--- src/hdl/kq_pkg.sv ---
// Shared types, constants and the round function for the rolling-code hop decoder.
// Depends on nothing; every other file of the block imports it.
`timescale 1ns / 1ps

package kq_pkg;

    // Number of decryption rounds, one cell each.
    localparam int ROUNDS = 528;

    // Nonlinear function, indexed by five state bits.
    localparam logic [31:0] NLF_TABLE = 32'h3A5C742E;

    localparam int HOP_W        = 32;
    localparam int COUNTER_W    = 16;
    localparam int KEY_W        = 64;
    localparam int BUTTON_W     = 4;
    localparam int DISC_W       = 10;
    localparam int DISC_LOW_W   = 8;
    localparam int OUT_TDATA_W  = 56;
    localparam int CFG_INDEX_W  = 2;
    localparam int CFG_DATA_W   = 64;
    localparam int PAIR_WINDOW  = 256;

    // Configuration register indexes.
    localparam logic [CFG_INDEX_W-1:0] CFG_DEVICE_KEY      = 2'd0;
    localparam logic [CFG_INDEX_W-1:0] CFG_EXPECTED_BUTTON = 2'd1;
    localparam logic [CFG_INDEX_W-1:0] CFG_EXPECTED_DISC   = 2'd2;

    // One decoded hop as it leaves the check stage.
    typedef struct packed {
        logic [HOP_W-1:0] plain_word;
        logic             hop_ok;
        logic             pair_ok;
    } kq_result_t;

    // Key bit used by round r: bit (15 - r) mod 64.
    function automatic logic [5:0] kq_key_index(input int r);
        kq_key_index = 6'((15 - r) & 63);
    endfunction

    // One decryption round of the nonlinear feedback shift register.
    function automatic logic [HOP_W-1:0] kq_round(input logic [HOP_W-1:0] x,
                                                  input logic             key_bit);
        logic [4:0] sel;
        logic       fb;
        sel = {x[30], x[25], x[19], x[8], x[0]};
        fb  = x[31] ^ x[15] ^ key_bit ^ NLF_TABLE[sel];
        kq_round = {x[HOP_W-2:0], fb};
    endfunction

endpackage

--- src/hdl/kq_skid.sv ---
// Output register with a skid entry, so the pipeline stall is driven from a register.
// Depends on kq_pkg.
`timescale 1ns / 1ps

module kq_skid
    import kq_pkg::*;
(
    input  logic       clk,
    input  logic       rst_n,
    input  logic       in_valid,
    output logic       in_ready,
    input  kq_result_t in_result,
    output logic       out_valid,
    input  logic       out_ready,
    output kq_result_t out_result
);

    logic       out_valid_reg;
    kq_result_t out_result_reg;
    logic       skid_valid_reg;
    kq_result_t skid_result_reg;
    logic       out_free;

    assign in_ready = !skid_valid_reg;
    assign out_free = out_ready || !out_valid_reg;

    always_ff @(posedge clk or negedge rst_n)
    begin
        if (!rst_n)
        begin
            out_valid_reg  <= 1'b0;
            skid_valid_reg <= 1'b0;
        end
        else if (out_free)
        begin
            if (skid_valid_reg)
            begin
                out_valid_reg  <= 1'b1;
                skid_valid_reg <= 1'b0;
            end
            else
            begin
                out_valid_reg <= in_valid;
            end
        end
        else if (in_valid && in_ready)
        begin
            skid_valid_reg <= 1'b1;
        end
    end

    always_ff @(posedge clk)
    begin
        if (out_free)
        begin
            out_result_reg <= skid_valid_reg ? skid_result_reg : in_result;
        end
        else if (in_valid && in_ready)
        begin
            skid_result_reg <= in_result;
        end
    end

    assign out_valid  = out_valid_reg;
    assign out_result = out_result_reg;

endmodule

--- config.mk ---
export PLATFORM = sky130hd
export DESIGN_NAME = kq_skid
export DESIGN_NICKNAME = d
export VERILOG_FILES = /design/src/hdl/kq_pkg.sv /design/src/hdl/kq_skid.sv
export SDC_FILE = /design/constraint.sdc
export NUM_CORES = 1
export LEC_CHECK = 0
export ABC_AREA = 1
export BUFFER_PORTS_ARGS = -buffer_cell sky130_fd_sc_hd__buf_2
export CAP_MARGIN = 20
export CORE_MARGIN = 2
export CORE_UTILIZATION = 55
export CTS_CLUSTER_DIAMETER = 200
export DETAILED_ROUTE_END_ITERATION = 7
export PLACE_DENSITY = 0.84
export SLEW_MARGIN = 20
export SYNTH_ARGS = -nofsm -noshare
export SYNTH_HDL_FRONTEND = slang
export SYNTH_SLANG_ARGS = --single-unit
--- constraint.sdc ---
create_clock -name clk -period 7.1 [get_ports clk]
set_clock_uncertainty 0.15 [all_clocks]
set_input_delay 0.71 -clock clk [delete_from_list [all_inputs] [get_ports clk]]
set_output_delay 0.71 -clock clk [all_outputs]
set_load 0.02 [all_outputs]
==> results of run 1 <==
[stage by stage]
step / area, µm² / instances / worst slack, ps
2_1_floorplan: 2650 / 187 / 3430
3_3_place_gp: 3000 / 307 / 4330
3_5_place_dp: 3000 / 307 / 4280
4_1_cts: 3190 / 324 / 4190
5_1_grt: 3190 / 324 / 4520
6_report: 3190 / 324 / 4620
[power groups by stage]
stage | Sequential, W | Clock, W | Combinational, W
final | 0.000503 | 0.000295 | 0.0000997
after global routing | 0.000505 | 0.000319 | 0.000109
after CTS | 0.000503 | 0.000300 | 0.000101
after detailed placement | 0.000511 | 0 | 0.000101
after global placement | 0.000511 | 0 | 0.0000984
after floorplan | 0.000536 | 0 | 0.0000423
[cell type report]
cell class,count,share of cell area (%)
Timing Repair Buffer,74,11.8
Sequential cell,70,65.5
Tap cell,54,2.12
Inverter,2,0.470
Multi-Input combinational cell,108,14.5
Clock inverter,6,1.65
Clock buffer,10,4.00
[logic make-up (layout without fill, tap and decap cells)]
| logic type | Yosys count | after routing | synth area share [%] |
|---|---|---|---|
| AND/OR/NAND/NOR | 108 | 108 | 17.1 |
| flip-flops | 70 | 70 | 79.0 |
| buffers and inverters | 9 | 92 | 3.92 |
[what timing repair did]
action / 4_1_cts / 5_1_grt
hold buffers: 1 / 0
hold endpoints to repair: 2 / 0
resized for setup: 0 / 0
[cell usage after synthesis (all sizes together)]
master and number:
nand2 105, edfxtp 68, dfrtp 2, nor2 3, buf 7, inv 2
[per-layer routing]
layer	track usage [%]	routed length [µm]	vias to the layer above	share of wire, %
met5	0	0	-	0
met1	20.2	1820	698	43
met2	27.7	2100	62	49
li1	-	-	784	-
met3	6.17	243	8	5.7
met4	9.70	105	0	2.5
[worst reg2reg max path: cells and delay by family, from the launching register on]
family	cells	cell delay [ps]
buffers and inverters	1	330
DFF	1	670
and+or+nand+nor	2	850
[final timing paths]
path                                             to  cells after the start  slack (ps)
worst max-delay path                       in_ready                      2        4620
max in group asynchronous            skid_valid_reg                      2        6150
worst min-delay path                 out_result[31]                      2         370
worst max register to register  skid_result_reg[12]                      3        4720
min in group asynchronous            skid_valid_reg                      2         540
worst min register to register       out_result[31]                      2         370
==> summary.md, run 1 <==
In this run the horizontal extent of the chip is 73.4 µm. The first global-routing pass estimated 6.41 mm of wire. Power share of the sequential group: 56.0%.

The startpoint of the tightest hold check path was skid_result_reg[31]. Along the worst path, the maximum fanout reaches 36. For this block, the initial DRC count from the detailed router was 97. The largest area contributor in the netlist was sky130_fd_sc_hd__edfxtp_1. The run gives 10 as the number of distinct library cells after synthesis.

The tools report the CTS sink count as 70. The signal on the critical path passes through inv_8 -> buf_2. The total number of nets in the final design is 303.

For the pin with the worst max-slew slack, the measured transition is 904 ps. The final route contains 1552 vias. The tools report the via count of the first global-routing pass as 1410. After clock tree synthesis, the clock-pin slew on the worst setup and hold paths is 70 ps. Setup repair after global routing left no endpoint under its margin. During placement, the flow inserted port buffers numbering 73. Timing would allow up to 0.403 GHz. For the share of the core filled with cells, the log shows 68.1%. Counting both buffers and inverters, the worst setup path holds a total of 2.

The run gives 79.0% as the sequential fraction of the synthesis area. The flip-flop and latch area is 2090 µm². On the worst path, the slowest cell contributes a delay of 810 ps. Combinational cells account for 11.1% of the total power. The initial core utilization came out at 56.5%.

The logs give 0 for the number of remaining DRC errors and 2.79 mm for the final HPWL from detailed placement. The residual overflow from global routing came out at 0. In the routed layout, each cell is associated on average with a via count of 4.79.

TritonCTS built the clock tree. The ratio of total power to cell area is 281 nW/µm², and the area share of the largest cell type after synthesis is 77.1%. The clock network burns 32.9% of the power. The final-layout worst hold slack was 367 ps; the maximum vdd ir drop was 0.134 mV. The max-slew violation total from the final report came out at 0. Class of the most critical hold timing path: reg -> reg.

After technology mapping, the gate count stands at 187. The later pin in the worst-skew pair is clocked with a latency of 340 ps. Leaving out fill and tap cells, the most frequent cells in the layout are sky130_fd_sc_hd__nand2_1, sky130_fd_sc_hd__buf_2, sky130_fd_sc_hd__edfxtp_1. In this run the count of I/O pins placed on the die edge is 74. Area enclosed by the die boundary: 5390 µm². Averaged over all synthesized cells, the footprint is 14.2 µm².

For this run, the detailed router's first-pass iteration total came to 4. At the worst endpoint, the required time is 6240 ps. The master of the slowest instance on the critical path is sky130_fd_sc_hd__dfrtp_2. The final-report hold violation count is 0. The completed layout was analyzed and its total power is 0.000897 W.

The arrival time reported for the critical path endpoint was 1620 ps; the mean routed wirelength per cell was 13.2 µm. The smallest clock period supported by the final layout is computed as 2480 ps. The tools report the max-slew headroom at the worst pin as 39.6%. On the critical path the largest part of the delay comes from flip-flops.

The tools report the row count as 25. The total internal power is 0.000681 W. The switching portion of total power works out to 24.1%. The run gives 9 as the number of clock buffers inserted by TritonCTS. The tools report the worst setup path startpoint as skid_valid_reg. The flow ran to the end, and the final reports show no timing, DRC or antenna violations. The multi-input combinational cells in the finished layout cover a total of 463 µm². The number of antenna diodes in the final layout is 0. For the synthesized netlist net count, the log shows 225. The maximum root-to-sink buffer count came out at 2. For this design the total switching power over the nets is 0.000216 W. The number of warnings issued by yosys came out at 0. For the final routed database, the setup TNS stands at 0 ps. The tools report the static leakage power as 1.39 nW.

Dividing the final minimum period by the clock period gives 35.0%. Most common cell after layout, fill and taps aside: sky130_fd_sc_hd__nand2_1. Sorting the synthesized cells by area gives the leading types as sky130_fd_sc_hd__edfxtp_1, sky130_fd_sc_hd__nand2_1, sky130_fd_sc_hd__nand2_2, sky130_fd_sc_hd__dfrtp_1, sky130_fd_sc_hd__buf_12. The count of nets left with antenna violations once routing finished came out at 0. Cells with a size suffix above 1 make up 40.4% of the layout. The number of setup buffers added after CTS is 0. The routed design has 4.27 mm of wire.

The setup path with the least slack is of type reg -> out. The number of antenna violations at the first check in global routing came out at 0. In this run the cell area of the synthesized design comes to 2650 µm². The tree is rooted in a sky130_fd_sc_hd__clkbuf_8. The flop and latch count out of synthesis works out to 70.

The core region is 4690 µm². The tool flagged a number of max-cap violations equal to 0. The floorplan step set the die height to 73.4 µm.

Entering global routing, the biggest net connects 38 pins. Relative to the synthesized area, the layout overhead comes to 20.6%. CTS built an H-tree with a depth of 3. At the end of routability-driven placement, the weighted congestion stood at 0.658. The startpoint identified for the worst register-to-register timing path is skid_valid_reg. The kind of start point of the critical path is a flip-flop. For this run, the total global-route usage over all layers was measured as 17.2%. Type of element capturing the critical path: a primary output. Setup violations remaining at the end of the flow were counted as 0. The number of fill cells is 338.
Note: power is estimated with default switching activity, not from simulation.
==> run 2, diff against run 1 <==
- CORE_UTILIZATION: 55 -> 46
- PLACE_DENSITY: 0.84 -> 0.75
- clock period: 7.1 -> 2.1 ns (I/O delays scaled with it)
==> summary.md, run 2 (synthesis gave the netlist of run 1 again) <==
The run finished with clean final reports. The residual overflow from global routing was 0 (unchanged); the chip height was 79.9 µm (+8.8%). The DRC marker count from the first detailed-route iteration was 133 (+37%); the static leakage power was 1.54 nW (+11%). The tools report the kind of start point of the critical path as a flip-flop. Leaving out fill and tap cells, the most frequent cells in the layout are sky130_fd_sc_hd__nand2_1, sky130_fd_sc_hd__buf_2, sky130_fd_sc_hd__edfxtp_1. For the initial core utilization, the log shows 47.8% (-8.6 points).

The max-slew headroom at the worst pin came out at 69.4% (+30 points). The run gives 41.0 ps (-326 ps) as the final-layout worst hold slack. Portion of total power attributed to combinational logic: 14.1% (+3.0 points). The worst reg-to-reg setup slack was 610 ps (-4110 ps); the power share of the sequential group was 57.2% (+1.2 points). The via density per instance is 4.41 (-7.9%), and the met3 layer usage reported by global route is 3.05% (-3.1 points). For the routing usage on met1, the log shows 20.0% (-0.12 points).

Based on the critical path, the design can be clocked at up to 0.539 GHz. The total wire length came out at 4.81 mm (+13%). Number of setup violations in the final report: 0 (unchanged).

The run gives 5540 µm² (+18%) as the core outline area. The worst hold path belongs to the class in -> async. Share of the clock period used by the worst path: 88.4%. The clock edge transition at the registers on the reported setup and hold paths came out at 70 ps (about the same). TritonCTS built the clock tree. The library cell used most frequently in the layout, excluding fill and tap cells, is sky130_fd_sc_hd__nand2_1. The row count was 27 (+8.0%); the final HPWL from detailed placement was 2.90 mm (+3.9%). For the number of top-level pins, the log shows 74 (unchanged). The met2 demand-to-capacity share in global routing came out at 27.5% (-0.23 points).

The latest clock arrival within the worst-skew pair is 330 ps (about the same), and the net load switching power is 0.000726 W (+240%). The antenna cell count is 0 (unchanged), and the via count is 1681 (+8.3%). The run gives 0.00222 W (+230%) as the total internal power. The worst setup margin was 244 ps (-4370 ps). For the max-capacitance violation count, the log shows 0 (unchanged).

Setup repair after global routing left no endpoint under its margin. For the via count of the first global-routing pass, the log shows 1734 (+23%). STA classifies the critical path endpoint as a primary output.

The ratio of total power to cell area came out at 824 nW/µm² (+190%). The overall track demand over capacity in global routing was 16.6% (-0.62 points); the cell count of the worst reg-to-reg path was 4 (+1). The number of antenna-violating nets in the routed design is 0 (unchanged), and the pin count of the biggest net entering global routing is 36 (-5.3%).

The post-layout minimum cycle time works out to 1860 ps. The type of the setup path with the least slack was reg -> out. The number of port buffers came out at 73 (unchanged).

The run gives 0.479 mV (+260%) as the maximum vdd ir drop. Most congested layer reported by global routing: met2. The logs give 0 (unchanged) for the number of antenna violations at the first check in global routing and 70 (unchanged) for the CTS sink count. The post-CTS setup buffer count was 0 (unchanged).

For the share of the core filled with cells, the log shows 64.5% (-3.6 points). The arrival time reported for the critical path endpoint is 1500 ps (-120 ps). The tools report the number of clock buffers inserted by TritonCTS as 9 (unchanged). The area growth from synthesis to final layout was 35.0%; the wire length of the first global-routing pass was 7.79 mm (+22%).

The worst setup slack before clock tree synthesis is 582 ps (-3700 ps). The logs give 4 (unchanged) for the number of detailed-route iterations in the first pass and 0 ps (unchanged) for the total negative setup slack. The switching portion of total power is 24.6% (+0.54 points), and the die boundary width is 79.9 µm (+8.8%). The tools report the routability congestion estimate as 0.697 (+5.8%). The cell area after layout is 3570 µm² (+12%). The fraction of layout instances using a drive strength above 1 is 35.9% (-4.4 points), and the proportion of power drawn by the clock network is 28.7% (-4.2 points).

The H-tree depth is 3 (unchanged). In this run the clock root is driven by a sky130_fd_sc_hd__clkbuf_8. The maximum root-to-sink buffer count was 2 (unchanged); the number of remaining DRC errors was 0 (unchanged). The total number of nets in the final design was 344 (+14%). Final-report hold violation count: 0 (unchanged). The tools report the max-slew violation total from the final report as 0 (unchanged). The largest fanout on the critical path was 35 (-2.8%). The mean routed wirelength per cell came out at 12.6 µm (-4.2%). The tools report the area enclosed by the die boundary as 6380 µm² (+18%). The critical path required time was 1740 ps (-4500 ps). The slew at the pin closest to its max-slew limit is 459 ps (-445 ps), and the cell area after placement is 3070 µm² (+2.2%).
-- run 2: changes by cell type in the layout (fill, tap and decap cells not counted) --
cell                            previous run  this run
sky130_fd_sc_hd__dlygate4sd3_1             1        36
sky130_fd_sc_hd__dfrtp_2                   1         0
sky130_fd_sc_hd__buf_4                     0         6
sky130_fd_sc_hd__clkinv_2                  3         1
sky130_fd_sc_hd__bufinv_16                 1         0
sky130_fd_sc_hd__dfrtp_1                   1         2
sky130_fd_sc_hd__clkinv_1                  2         3
-- run 2: stage by stage --
step           power [W]  cells
2_1_floorplan    0.00195    187
3_3_place_gp     0.00207    331
3_5_place_dp     0.00208    331
4_1_cts          0.00297    381
5_1_grt          0.00308    381
6_report         0.00295    381
-- run 2: per-layer routing --
metal  part of all wire [%]  up-vias
met1                     43      755
met2                     50       52
met3                    4.4        9
li1                       -      865
met5                      0        -
met4                    2.6        0
-- run 2: worst max-delay path, stage by stage (launching register included) --
cell and delay [ps]:
sky130_fd_sc_hd__dfrtp_1 440, sky130_fd_sc_hd__inv_8 70, sky130_fd_sc_hd__buf_4 400, sky130_fd_sc_hd__buf_2 260
-- run 2: layout make-up --
cell class / instances / area (µm²)
sequential: 70 / 2090
clock inverter: 4 / 16.3
inverter: 2 / 15.0
multi-input combinational: 108 / 463
clock buffer: 10 / 128
fill: 442 / 1970
tap: 72 / 90.1
timing repair buffer: 115 / 771
-- run 2: power by group through the flow --
stage	Combinational (W)	Clock [W]	Sequential [W]
after floorplan	0.000146	0	0.00181
after global placement	0.000358	0	0.00171
after detailed placement	0.000368	0	0.00171
after CTS	0.000419	0.000869	0.00169
after global routing	0.000459	0.000924	0.00169
final	0.000415	0.000845	0.00169
-- run 2: final timing paths --
path	to	startpoint
min reg2reg	out_result[25]	skid_result_reg[25]
max reg2reg	skid_result_reg[12]	skid_valid_reg
max in group asynchronous	out_valid	rst_n
min	skid_valid_reg	rst_n
min in group clk	out_valid	out_ready
max	in_ready	skid_valid_reg
-- run 2: repair_timing --
action                                  4_1_cts  5_1_grt
endpoints found under the setup margin        0        0
hold endpoints to repair                     49        0
hold buffers                                 36        0
gates resized for setup                       0        0
