File: config.mk
export PLATFORM = sky130hd
export DESIGN_NAME = kq_round_cell
export DESIGN_NICKNAME = d
export VERILOG_FILES = /design/src/hdl/kq_pkg.sv /design/src/hdl/kq_round_cell.sv
export SDC_FILE = /design/constraint.sdc
export NUM_CORES = 1
export LEC_CHECK = 0
export ABC_AREA = 1
export ABC_CLOCK_PERIOD_IN_PS = 800
export BUFFER_PORTS_ARGS = -buffer_cell sky130_fd_sc_hd__buf_2
export CAP_MARGIN = 20
export CORE_ASPECT_RATIO = 0.8
export CORE_UTILIZATION = 37
export CTS_CLUSTER_DIAMETER = 40
export DETAILED_ROUTE_END_ITERATION = 6
export PLACE_DENSITY = 0.74
export SETUP_SLACK_MARGIN = 0.4
export SLEW_MARGIN = 20
export SYNTH_ARGS = -nofsm -noshare
export SYNTH_HDL_FRONTEND = slang
export SYNTH_SLANG_ARGS = --single-unit
File: constraint.sdc
create_clock -name clk -period 0.8 [get_ports clk]
set_clock_uncertainty 0.05 [all_clocks]
set_input_delay 0.08 -clock clk [delete_from_list [all_inputs] [get_ports clk]]
set_output_delay 0.08 -clock clk [all_outputs]
set_load 0.02 [all_outputs]
File: src/hdl/kq_pkg.sv
// Shared types, constants and the round function for the rolling-code hop decoder.
// Depends on nothing; every other file of the block imports it.
`timescale 1ns / 1ps

package kq_pkg;

    // Number of decryption rounds, one cell each.
    localparam int ROUNDS = 528;

    // Nonlinear function, indexed by five state bits.
    localparam logic [31:0] NLF_TABLE = 32'h3A5C742E;

    localparam int HOP_W        = 32;
    localparam int COUNTER_W    = 16;
    localparam int KEY_W        = 64;
    localparam int BUTTON_W     = 4;
    localparam int DISC_W       = 10;
    localparam int DISC_LOW_W   = 8;
    localparam int OUT_TDATA_W  = 56;
    localparam int CFG_INDEX_W  = 2;
    localparam int CFG_DATA_W   = 64;
    localparam int PAIR_WINDOW  = 256;

    // Configuration register indexes.
    localparam logic [CFG_INDEX_W-1:0] CFG_DEVICE_KEY      = 2'd0;
    localparam logic [CFG_INDEX_W-1:0] CFG_EXPECTED_BUTTON = 2'd1;
    localparam logic [CFG_INDEX_W-1:0] CFG_EXPECTED_DISC   = 2'd2;

    // One decoded hop as it leaves the check stage.
    typedef struct packed {
        logic [HOP_W-1:0] plain_word;
        logic             hop_ok;
        logic             pair_ok;
    } kq_result_t;

    // Key bit used by round r: bit (15 - r) mod 64.
    function automatic logic [5:0] kq_key_index(input int r);
        kq_key_index = 6'((15 - r) & 63);
    endfunction

    // One decryption round of the nonlinear feedback shift register.
    function automatic logic [HOP_W-1:0] kq_round(input logic [HOP_W-1:0] x,
                                                  input logic             key_bit);
        logic [4:0] sel;
        logic       fb;
        sel = {x[30], x[25], x[19], x[8], x[0]};
        fb  = x[31] ^ x[15] ^ key_bit ^ NLF_TABLE[sel];
        kq_round = {x[HOP_W-2:0], fb};
    endfunction

endpackage

File: src/hdl/kq_round_cell.sv
// One decryption round cell: applies a single round and hands the word to the next cell.
// Depends on kq_pkg.
`timescale 1ns / 1ps

module kq_round_cell
    import kq_pkg::*;
(
    input  logic             clk,
    input  logic             rst_n,
    input  logic             advance,
    input  logic             key_bit,
    input  logic             in_valid,
    input  logic [HOP_W-1:0] in_data,
    output logic             out_valid,
    output logic [HOP_W-1:0] out_data
);

    logic             valid_reg;
    logic [HOP_W-1:0] data_reg;
    logic [HOP_W-1:0] data_next;

    assign data_next = kq_round(in_data, key_bit);

    always_ff @(posedge clk or negedge rst_n)
    begin
        if (!rst_n)
        begin
            valid_reg <= 1'b0;
        end
        else if (advance)
        begin
            valid_reg <= in_valid;
        end
    end

    always_ff @(posedge clk)
    begin
        if (advance)
        begin
            data_reg <= data_next;
        end
    end

    assign out_valid = valid_reg;
    assign out_data  = data_reg;

endmodule

==> impl_summary.log, run 1 <==
INFO  metric run_status = complete, but fails checks
INFO  metric failed_checks = hold timing, setup timing
INFO  metric grt_max_degree = 10
INFO  metric critical_path.max_stage_delay = 0.37 ns
INFO  metric die_height = 51.2 µm
INFO  metric number_of_nets_in_the_finished_design = 181
INFO  metric drv.max_cap_violation_count = 0
INFO  metric synth_cell_types = 9
INFO  metric multi_input_area = 111 µm²
INFO  metric net_count_synth = 99
INFO  metric internal_power = 2.96 mW
INFO  metric coreArea = 2810 µm²
INFO  metric critPathBufInv = 1
INFO  metric post_synthesis_sequential_area_ratio = 88.0%
INFO  metric drt_first_iter_violations = 60
INFO  metric combPwrFrac = 16.9%
INFO  metric num_antenna_cells = 0
INFO  metric cts_root_buffer = sky130_fd_sc_hd__clkbuf_8
INFO  metric layout.cells.most_common_list = sky130_fd_sc_hd__buf_2 (50), sky130_fd_sc_hd__edfxtp_1 (32), sky130_fd_sc_hd__buf_6 (17), sky130_fd_sc_hd__nand2_1 (12), sky130_fd_sc_hd__nand3_1 (7)
INFO  metric fin_crit = 0.950 ns
INFO  metric postRouteAntennaNets = 0
INFO  metric max-slew-margin-rel = 92.9%
INFO  metric floorplan.initialDensity = 39.9%
INFO  metric p_switching = 0.887 mW
INFO  metric place_worst_setup_slack = -0.248 ns
INFO  metric final_common_cell = sky130_fd_sc_hd__buf_2
INFO  metric cts_inserted_buffers = 5
INFO  metric syn-cell-area = 1120 µm²
INFO  metric worst_ep_required_time = 0.67 ns
INFO  metric post_route_cells_drive_above_1_share = 57.6%
INFO  metric power.sequential.fraction = 54.7%
INFO  metric period_share = 119%
INFO  metric floorplan.io_pins = 70
INFO  metric worst_hold_slack = -0.0744 ns
INFO  metric p_clk_share = 28.4%
INFO  metric fmax = 1.05 GHz
INFO  metric critPathCaptureType = primary output
INFO  metric cts.htree.levels = 2
INFO  metric clk_path_buf_depth = 2
INFO  metric finalNonFillerCells = 182
INFO  metric die_width = 63.5 µm
INFO  metric drt_drc_violations_left = 0
INFO  metric area_growth = 62.7%
INFO  metric cts-hold-fix-buffers = 1
INFO  metric worst_hold_path_type = input port to flop
INFO  metric postLayoutCoreUtil = 64.9%
INFO  metric grt_pass1_wl = 3.42 mm
INFO  metric finalSetupViolations = 34
INFO  metric synth_area_per_cell = 18.1 µm²
INFO  metric critical_path_cell_sequence = buf_2
INFO  metric power.share.switching = 23.1%
INFO  metric via_per_inst = 4.39
INFO  metric cts.sink_count = 33
INFO  metric post-dp-hpwl = 1.63 mm
INFO  metric setup.worst_path.class = flop to primary output
INFO  metric floorplan.rows = 17
INFO  metric place.detailed.instances = 171
INFO  metric gpl.final_weighted_congestion = 0.640
INFO  metric final.setup.worst_slack = -0.150 ns
INFO  metric power_per_cell_area = 2110 nW/µm²
INFO  metric postSynthCellCount = 62
INFO  metric clock_tree_from_tritoncts = yes
INFO  metric port_buffers = 69
INFO  metric critical_path.top_delay_family = flip-flops
INFO  metric cp-start-kind = flop
INFO  metric globalRoute.totalOverflow = 0
INFO  metric worst-slew-pin-transition = 0.106 ns
INFO  metric dieArea = 3250 µm²
INFO  metric vdd_ir_drop_max = 1.08 mV
INFO  metric power_leakage = 0.818 nW
INFO  metric drt_first_pass_iters = 4
INFO  metric synth-warning-count = 0
INFO  metric clk_pin_slew_worst_paths = 0.06 ns
INFO  metric timing_max_transition_violations_final = 0
INFO  metric fill_cells = 229
INFO  metric grt_usage = 15.3%
INFO  metric drt_wl_total = 2.23 mm
INFO  metric post_drt_wl_per_cell = 12.2 µm
INFO  metric clkLatencyLatePin = 0.28 ns
INFO  metric hold_violations = 31
INFO  metric synth.ff_latch_count = 33
INFO  metric num_vias = 799
INFO  metric grt_setup_unrepaired = true
INFO  metric timing.critical_path.arrival = 0.82 ns
INFO  metric grt_antenna_before_repair = 0
INFO  metric register_area = 987 µm²
INFO  metric critical_path.max_fanout = 1
INFO  metric first_global_vias = 767
INFO  metric critPathSlowestCell = sky130_fd_sc_hd__edfxtp_1
-- through the flow --
| step | hold slack [ns] | setup TNS [ns] | area (µm²) | total power, mW |
|---|---|---|---|---|
| 5_1_grt | -0.0877 | -5.35 | 1820 | 4.03 |
| 6_report | -0.0744 | -4.16 | 1820 | 3.84 |
| 3_5_place_dp | -0.193 | -0.251 | 1550 | 2.65 |
| 3_3_place_gp | -0.196 | -0.195 | 1550 | 2.63 |
| 4_1_cts | -0.0882 | -4.65 | 1730 | 3.82 |
| 2_1_floorplan | -0.266 | -0.140 | 1120 | 2.37 |
-- cell families (layout without fill, tap and decap cells) --
logic type,Yosys count,count (layout),synth area share (%)
buffers and inverters,6,88,2.01
flip-flops,33,33,88.0
multiplexers,1,1,1.01
AND/OR/NAND/NOR,22,22,8.94
-- routing by layer --
layer	vias up	global-route usage (%)	share of wire, %
met1	355	16.1	35
met3	5	7.37	12
met5	-	0	0
met2	50	24.6	51
li1	389	-	-
met4	0	10.2	2.2
-- flip-flops by register name, summed over array words and instances (netlist names) --
register and flops:
out_data 32, out_valid 1
-- synth_stat cells --
cell | number | area [µm²]
sky130_fd_sc_hd__nand2_2 | 1 | 6.26
sky130_fd_sc_hd__dfrtp_1 | 1 | 25.0
sky130_fd_sc_hd__mux2_2 | 1 | 11.3
sky130_fd_sc_hd__nand3_1 | 7 | 35.0
sky130_fd_sc_hd__edfxtp_1 | 32 | 961
sky130_fd_sc_hd__nand2_1 | 12 | 45.0
sky130_fd_sc_hd__nand3b_1 | 1 | 7.51
sky130_fd_sc_hd__inv_1 | 6 | 22.5
sky130_fd_sc_hd__or2_1 | 1 | 6.26
-- power groups by stage --
stage               Sequential, mW  Clock (mW)  Combinational, mW
floorplan                     2.31           0             0.0557
global placement              2.12           0              0.511
detailed placement            2.12           0              0.527
CTS                           2.09        1.14              0.589
global route                  2.11        1.22              0.694
finish                        2.10        1.09              0.651
-- final timing paths --
check | startpoint | end | slack (ns) | cells after the start
hold / removal | in_data[14] | out_data[15]$_DFFE_PP_ | -0.07 | 1
setup reg to reg | out_valid$_DFFE_PN0P_ | out_valid$_DFFE_PN0P_ | -0.02 | 1
max in group asynchronous | rst_n | out_valid$_DFFE_PN0P_ | 0.55 | 2
setup / recovery | out_data[22]$_DFFE_PP_ | out_data[22] | -0.15 | 1
min in group asynchronous | rst_n | out_valid$_DFFE_PN0P_ | 0.05 | 2
hold reg to reg | out_valid$_DFFE_PN0P_ | out_valid$_DFFE_PN0P_ | 0.48 | 1
-- area by class of cell --
type | count | area share, %
Inverter | 6 | 1.24
Clock inverter | 1 | 0.206
Multi-Input combinational cell | 23 | 6.11
Clock buffer | 6 | 3.98
Tap cell | 38 | 2.61
Timing Repair Buffer | 75 | 31.7
Sequential cell | 33 | 54.2
-- what timing repair did --
item	4_1_cts	5_1_grt
endpoints found under the setup margin	67	35
gates resized for setup	11	29
pin swaps	4	3
gates cloned	2	0
endpoints found under the hold margin	33	31
buffers inserted	0	1
No activity file was read; power rests on OpenSTA's default activity.
==> run 2, diff against run 1 <==
CORE_ASPECT_RATIO = 0.75   (was 0.8)
CORE_MARGIN = 5   (was default)
==> run 2 against run 1 <==
Effect of this change: the run still ends with hold timing, setup timing left; largest cell class unchanged; non-clock buffer count is 1 lower; clock power increased by 6%; clock-buffer cell count stayed put; critical path depth did not move; utilization is 0.59 points higher; wire length grew 16%; global-route usage decreased by 3.1 points; die area rose by 30%; via count down 1.0%; sequential share of layout area down 2.5 points; power rose by 3.4%; sequential cell count stayed put; highest routed layer is now met3.
==> impl_summary.log, run 2 (synthesized netlist as in run 1, its figures left out) <==
INFO  metric globalRoute.totalOverflow = 0
INFO  metric setup.worst_path.class = flop to primary output
INFO  metric drt_first_iter_violations = 45
INFO  metric floorplan.io_pins = 70
INFO  metric worst_hold_path_type = input port to flop
INFO  metric fin_crit = 0.948 ns
INFO  metric drv.max_cap_violation_count = 0
INFO  metric r2r_end = out_valid$_DFFE_PN0P_
INFO  metric finalNonFillerCells = 182
INFO  metric cts_root_buffer = sky130_fd_sc_hd__clkbuf_8
INFO  metric cts.htree.levels = 2
INFO  metric coreArea = 2910 µm²
INFO  metric cts.sink_count = 33
INFO  metric clk_path_buf_depth = 2
INFO  metric cp-endpoint = out_data[15]
INFO  metric grt_usage = 12.2%
INFO  metric power_per_cell_area = 2080 nW/µm²
INFO  metric clock_tree_from_tritoncts = yes
INFO  metric number_of_nets_in_the_finished_design = 180
INFO  metric clk_pin_slew_worst_paths = 0.06 ns
INFO  metric cp-start-kind = flop
INFO  metric die_height = 57.6 µm
INFO  metric port_buffers = 69
INFO  metric final.setup.worst_slack = -0.148 ns
INFO  metric worst-slew-pin-transition = 0.109 ns
INFO  metric critical_path.top_delay_family = flip-flops
INFO  metric clkLatencyLatePin = 0.27 ns
INFO  metric p_switching = 0.946 mW
INFO  metric critical_path_cell_sequence = buf_2
INFO  metric power.share.switching = 23.8%
INFO  metric drt_drc_violations_left = 0
INFO  metric grt_max_degree = 11
INFO  metric reg2reg_setup_slack = -0.04 ns
INFO  metric worst_ep_required_time = 0.67 ns
INFO  metric crit_start = out_data[15]$_DFFE_PP_
INFO  metric place.detailed.instances = 171
INFO  metric multi_input_area = 130 µm²
INFO  metric critical_path.max_stage_delay = 0.37 ns
INFO  metric num_vias = 791
INFO  metric critPathSlowestCell = sky130_fd_sc_hd__edfxtp_1
INFO  metric floorplan.rows = 17
INFO  metric grt_pass1_wl = 3.77 mm
INFO  metric layout.cells.most_common_list = sky130_fd_sc_hd__buf_2 (39), sky130_fd_sc_hd__edfxtp_1 (32), sky130_fd_sc_hd__buf_6 (28), sky130_fd_sc_hd__nand2_1 (10)
INFO  metric postLayoutCoreUtil = 65.5%
INFO  metric reg2reg_from = out_valid$_DFFE_PN0P_
INFO  metric largest_register_ff_count = 32
INFO  metric max-slew-margin-rel = 92.8%
INFO  metric post_route_cells_drive_above_1_share = 61.8%
INFO  metric hold_violations = 31
INFO  metric cts-hold-fix-buffers = 1
INFO  metric cts_inserted_buffers = 5
INFO  metric floorplan.initialDensity = 38.4%
INFO  metric internal_power = 3.03 mW
INFO  metric worstSetupPathDepth = 1
INFO  metric combPwrFrac = 18.0%
INFO  metric critical_path.max_fanout = 1
INFO  metric worst_hold_slack = -0.0733 ns
INFO  metric r2r_cells = 1
INFO  metric grt_setup_unrepaired = true
INFO  metric finalSetupViolations = 34
INFO  metric fmax = 1.06 GHz
INFO  metric via_per_inst = 4.35
INFO  metric post_drt_wl_per_cell = 14.2 µm
INFO  metric period_share = 118%
INFO  metric gpl.final_weighted_congestion = 0.715
INFO  metric timing.critical_path.arrival = 0.82 ns
INFO  metric timing_max_transition_violations_final = 0
INFO  metric die_width = 73.5 µm
INFO  metric grt_antenna_before_repair = 0
INFO  metric p_clk_share = 28.9%
INFO  metric dieArea = 4240 µm²
INFO  metric run_status = complete, but fails checks
INFO  metric drt_wl_total = 2.58 mm
INFO  metric failed_checks = hold timing, setup timing
INFO  metric critPathBufInv = 1
INFO  metric drt_first_pass_iters = 6
INFO  metric power_leakage = 0.850 nW
INFO  metric power.sequential.fraction = 53.2%
INFO  metric fill_cells = 238
INFO  metric first_global_vias = 799
INFO  metric postRouteAntennaNets = 0
INFO  metric area_growth = 70.4%
INFO  metric vdd_ir_drop_max = 1.24 mV
INFO  metric register_area = 987 µm²
INFO  metric critPathCaptureType = primary output
INFO  metric final_common_cell = sky130_fd_sc_hd__buf_2
INFO  metric num_antenna_cells = 0
run 2: cell types whose count changed in the layout (fill, tap and decap cells not counted), moves of 2 or more:
cell                       delta
sky130_fd_sc_hd__nand3_1      -2
sky130_fd_sc_hd__buf_2       -11
sky130_fd_sc_hd__nand2_1      -2
sky130_fd_sc_hd__nand2_2      +2
sky130_fd_sc_hd__buf_6       +11
sky130_fd_sc_hd__nand3_2      +2
sky130_fd_sc_hd__clkinv_2     +2
run 2: how the worst min path moves through the flow:
stage / from / end / slack (ns) / depth (start not counted)
after CTS: in_data[26] / out_data[27]$_DFFE_PP_ / -0.09 / 1
after floorplan: rst_n / out_valid$_DFFE_PN0P_ / -0.27 / 0
after detailed placement: rst_n / out_valid$_DFFE_PN0P_ / -0.19 / 1
final: in_data[29] / out_data[30]$_DFFE_PP_ / -0.07 / 1
after global placement: rst_n / out_valid$_DFFE_PN0P_ / -0.20 / 1
after global routing: in_data[12] / out_data[13]$_DFFE_PP_ / -0.09 / 1
run 2: metrics by stage:
step	power, mW	cell area [µm²]	setup slack, ns	hold WS (ns)	TNS (ns)
4_1_cts	3.91	1770	-0.171	-0.0850	-4.67
3_3_place_gp	2.64	1550	-0.197	-0.196	-0.197
2_1_floorplan	2.37	1120	-0.0765	-0.266	-0.140
5_1_grt	4.18	1910	-0.195	-0.0935	-5.65
3_5_place_dp	2.66	1550	-0.247	-0.193	-0.249
6_report	3.97	1910	-0.148	-0.0733	-4.23
run 2: final cells by class:
type	count	share of cell area (%)
clock buffers	6	3.80
clock inverters	2	0.525
inverters	6	1.18
multi-input cells	23	6.82
flip-flops and latches	33	51.7
well taps	38	2.49
repair buffers	74	33.4
run 2: timing repair:
item,CTS,global route
cloned,2,0
buffers inserted,0,0
pin swaps,4,4
endpoints found under the setup margin,66,35
resized for setup,21,46
hold endpoints to repair,33,32
run 2: per-layer routing:
metal,wire (µm),vias up,part of all wire (%),track usage [%]
met3,348,0,14,7.11
met1,1030,356,40,13.8
li1,-,388,-,-
met4,0,0,0,4.65
met5,0,-,0,0
met2,1200,47,47,19.1
run 2: power by group through the flow:
| stage | Clock, mW | Sequential (mW) | Combinational, mW |
|---|---|---|---|
| after detailed placement | 0 | 2.12 | 0.536 |
| after floorplan | 0 | 2.31 | 0.0557 |
| after CTS | 1.19 | 2.09 | 0.624 |
| after global placement | 0 | 2.12 | 0.519 |
| final | 1.15 | 2.11 | 0.714 |
| after global routing | 1.30 | 2.13 | 0.757 |
==> run 3, diff against run 2 <==
CORE_UTILIZATION = 35   (was 37)
PLACE_DENSITY = 0.7   (was 0.74)
==> run 3 against run 2 <==
Effect of this change: the run still ends with hold timing, setup timing left; non-clock buffer count up 2; power is essentially flat; sequential cell count is the same; wire length is 1.5% lower; clock power barely moved; via count rose by 2.7%; cell count is 1.1% higher; critical endpoint is now out_data[9]; largest cell class unchanged; largest power group unchanged.
==> impl_summary.log, run 3 (synthesized netlist as in run 1, its figures left out) <==
INFO  metric run_status = complete, but fails checks
INFO  metric failed_checks = hold timing, setup timing
INFO  metric area_growth = 71.0%
INFO  metric floorplan.rows = 17
INFO  metric finalSetupViolations = 34
INFO  metric hold_path_startpoint = in_data[21]
INFO  metric place.detailed.instances = 172
INFO  metric via_per_inst = 4.41
INFO  metric largest_register_ff_count = 32
INFO  metric gpl.final_weighted_congestion = 0.679
INFO  metric first_global_vias = 867
INFO  metric clock_tree_from_tritoncts = yes
INFO  metric grt_max_degree = 10
INFO  metric number_of_nets_in_the_finished_design = 182
INFO  metric floorplan.io_pins = 70
INFO  metric post-route-cell-area = 1910 µm²
INFO  metric worst_hold_slack = -0.0758 ns
INFO  metric critical_path.top_delay_family = flip-flops
INFO  metric critical_path.max_fanout = 1
INFO  metric cts_inserted_buffers = 5
INFO  metric cp-start-kind = flop
INFO  metric final_common_cell = sky130_fd_sc_hd__buf_2
INFO  metric final.setup.worst_slack = -0.155 ns
INFO  metric clk_pin_slew_worst_paths = 0.06 ns
INFO  metric coreArea = 3000 µm²
INFO  metric num_antenna_cells = 0
INFO  metric post_route_cells_drive_above_1_share = 58.2%
INFO  metric floorplan.initialDensity = 37.3%
INFO  metric period_share = 119%
INFO  metric critical_path_cell_sequence = buf_6
INFO  metric clk_path_buf_depth = 2
INFO  metric timing.critical_path.arrival = 0.82 ns
INFO  metric grt_setup_unrepaired = true
INFO  metric globalRoute.totalOverflow = 0
INFO  metric post-dp-hpwl = 1.94 mm
INFO  metric num_vias = 812
INFO  metric critPathCaptureType = primary output
INFO  metric setup.worst_path.class = flop to primary output
INFO  metric power_leakage = 0.852 nW
INFO  metric worst-slew-pin-transition = 0.112 ns
INFO  metric cts.sink_count = 33
INFO  metric cts-hold-fix-buffers = 1
INFO  metric vdd_ir_drop_max = 1.33 mV
INFO  metric postLayoutCoreUtil = 63.8%
INFO  metric max-slew-margin-rel = 92.6%
INFO  metric drt_drc_violations_left = 0
INFO  metric postRouteAntennaNets = 0
INFO  metric drv.max_cap_violation_count = 0
INFO  metric drt_first_pass_iters = 4
INFO  metric clkLatencyLatePin = 0.28 ns
INFO  metric grt_usage = 12.7%
INFO  metric hold_violations = 31
INFO  metric critPathSlowestCell = sky130_fd_sc_hd__edfxtp_1
INFO  metric critPathBufInv = 1
INFO  metric reg2reg_from = out_valid$_DFFE_PN0P_
INFO  metric fin_crit = 0.955 ns
INFO  metric critical_path.max_stage_delay = 0.40 ns
INFO  metric worst_hold_path_type = input port to flop
INFO  metric finalNonFillerCells = 184
INFO  metric layout.cells.most_common_list = sky130_fd_sc_hd__buf_2 (41), sky130_fd_sc_hd__edfxtp_1 (32), sky130_fd_sc_hd__buf_6 (28), sky130_fd_sc_hd__nand2_1 (12), sky130_fd_sc_hd__nand3_1 (6)
INFO  metric cts.htree.levels = 2
INFO  metric crit_start = out_data[9]$_DFFE_PP_
INFO  metric port_buffers = 69
INFO  metric dieArea = 4440 µm²
INFO  metric die_width = 75.3 µm
INFO  metric grt_antenna_before_repair = 0
INFO  metric drt_wl_total = 2.54 mm
INFO  metric post_drt_wl_per_cell = 13.8 µm
INFO  metric drt_first_iter_violations = 23
INFO  metric worst_ep_required_time = 0.67 ns
INFO  metric grt_pass1_wl = 3.91 mm
INFO  metric timing_max_transition_violations_final = 0
INFO  metric die_height = 59.0 µm
INFO  metric power_per_cell_area = 2070 nW/µm²
INFO  metric placement.cell_area = 1550 µm²
INFO  metric cts_root_buffer = sky130_fd_sc_hd__clkbuf_8
INFO  metric fmax = 1.05 GHz
INFO  metric place_worst_setup_slack = -0.254 ns
## run 3: cell count changes in the layout (fill, tap and decap cells not counted), sizes merged
cell and delta:
clkinv -2, buf +2, clkbuf +2
## run 3: path summary, 6_finish.rpt
kind	to	slack [ns]	cells past startpoint
min in group asynchronous	out_valid$_DFFE_PN0P_	0.05	2
setup reg to reg	out_valid$_DFFE_PN0P_	-0.02	1
hold reg to reg	out_valid$_DFFE_PN0P_	0.48	1
max in group asynchronous	out_valid$_DFFE_PN0P_	0.56	2
setup / recovery	out_data[9]	-0.15	1
hold / removal	out_data[22]$_DFFE_PP_	-0.08	1
## run 3: per-layer routing
layer  up-vias  GRT usage [%]  wire, µm
li1        391              -         -
met1       368           12.9       872
met2        48           18.6      1220
met3         5           11.5       408
met4         0           4.49        33
met5         -              0         0
## run 3: through the flow
| step | power [mW] | TNS (ns) |
|---|---|---|
| final | 3.97 | -4.31 |
| after global placement | 2.63 | -0.190 |
| after global routing | 4.18 | -5.85 |
| after detailed placement | 2.66 | -0.258 |
| after floorplan | 2.37 | -0.140 |
| after CTS | 3.94 | -4.78 |
## run 3: area by class of cell
type	count	area (µm²)
multi-input combinational	23	116
inverter	6	22.5
clock buffer	8	80.1
sequential	33	987
timing repair buffer	76	661
tap	38	47.5
fill	239	1080
## run 3: power breakdown
group	switching, mW	internal [mW]
clock	0.523	0.616
sequential	0.0559	2.06
combinational	0.345	0.372
total	0.923	3.05
## run 3: repair_timing
item,4_1_cts,5_1_grt
setup buffers,0,0
endpoints found under the hold margin,32,32
endpoints found under the setup margin,67,35
gates resized for setup,28,36
pin swaps,5,4
gates cloned,3,0
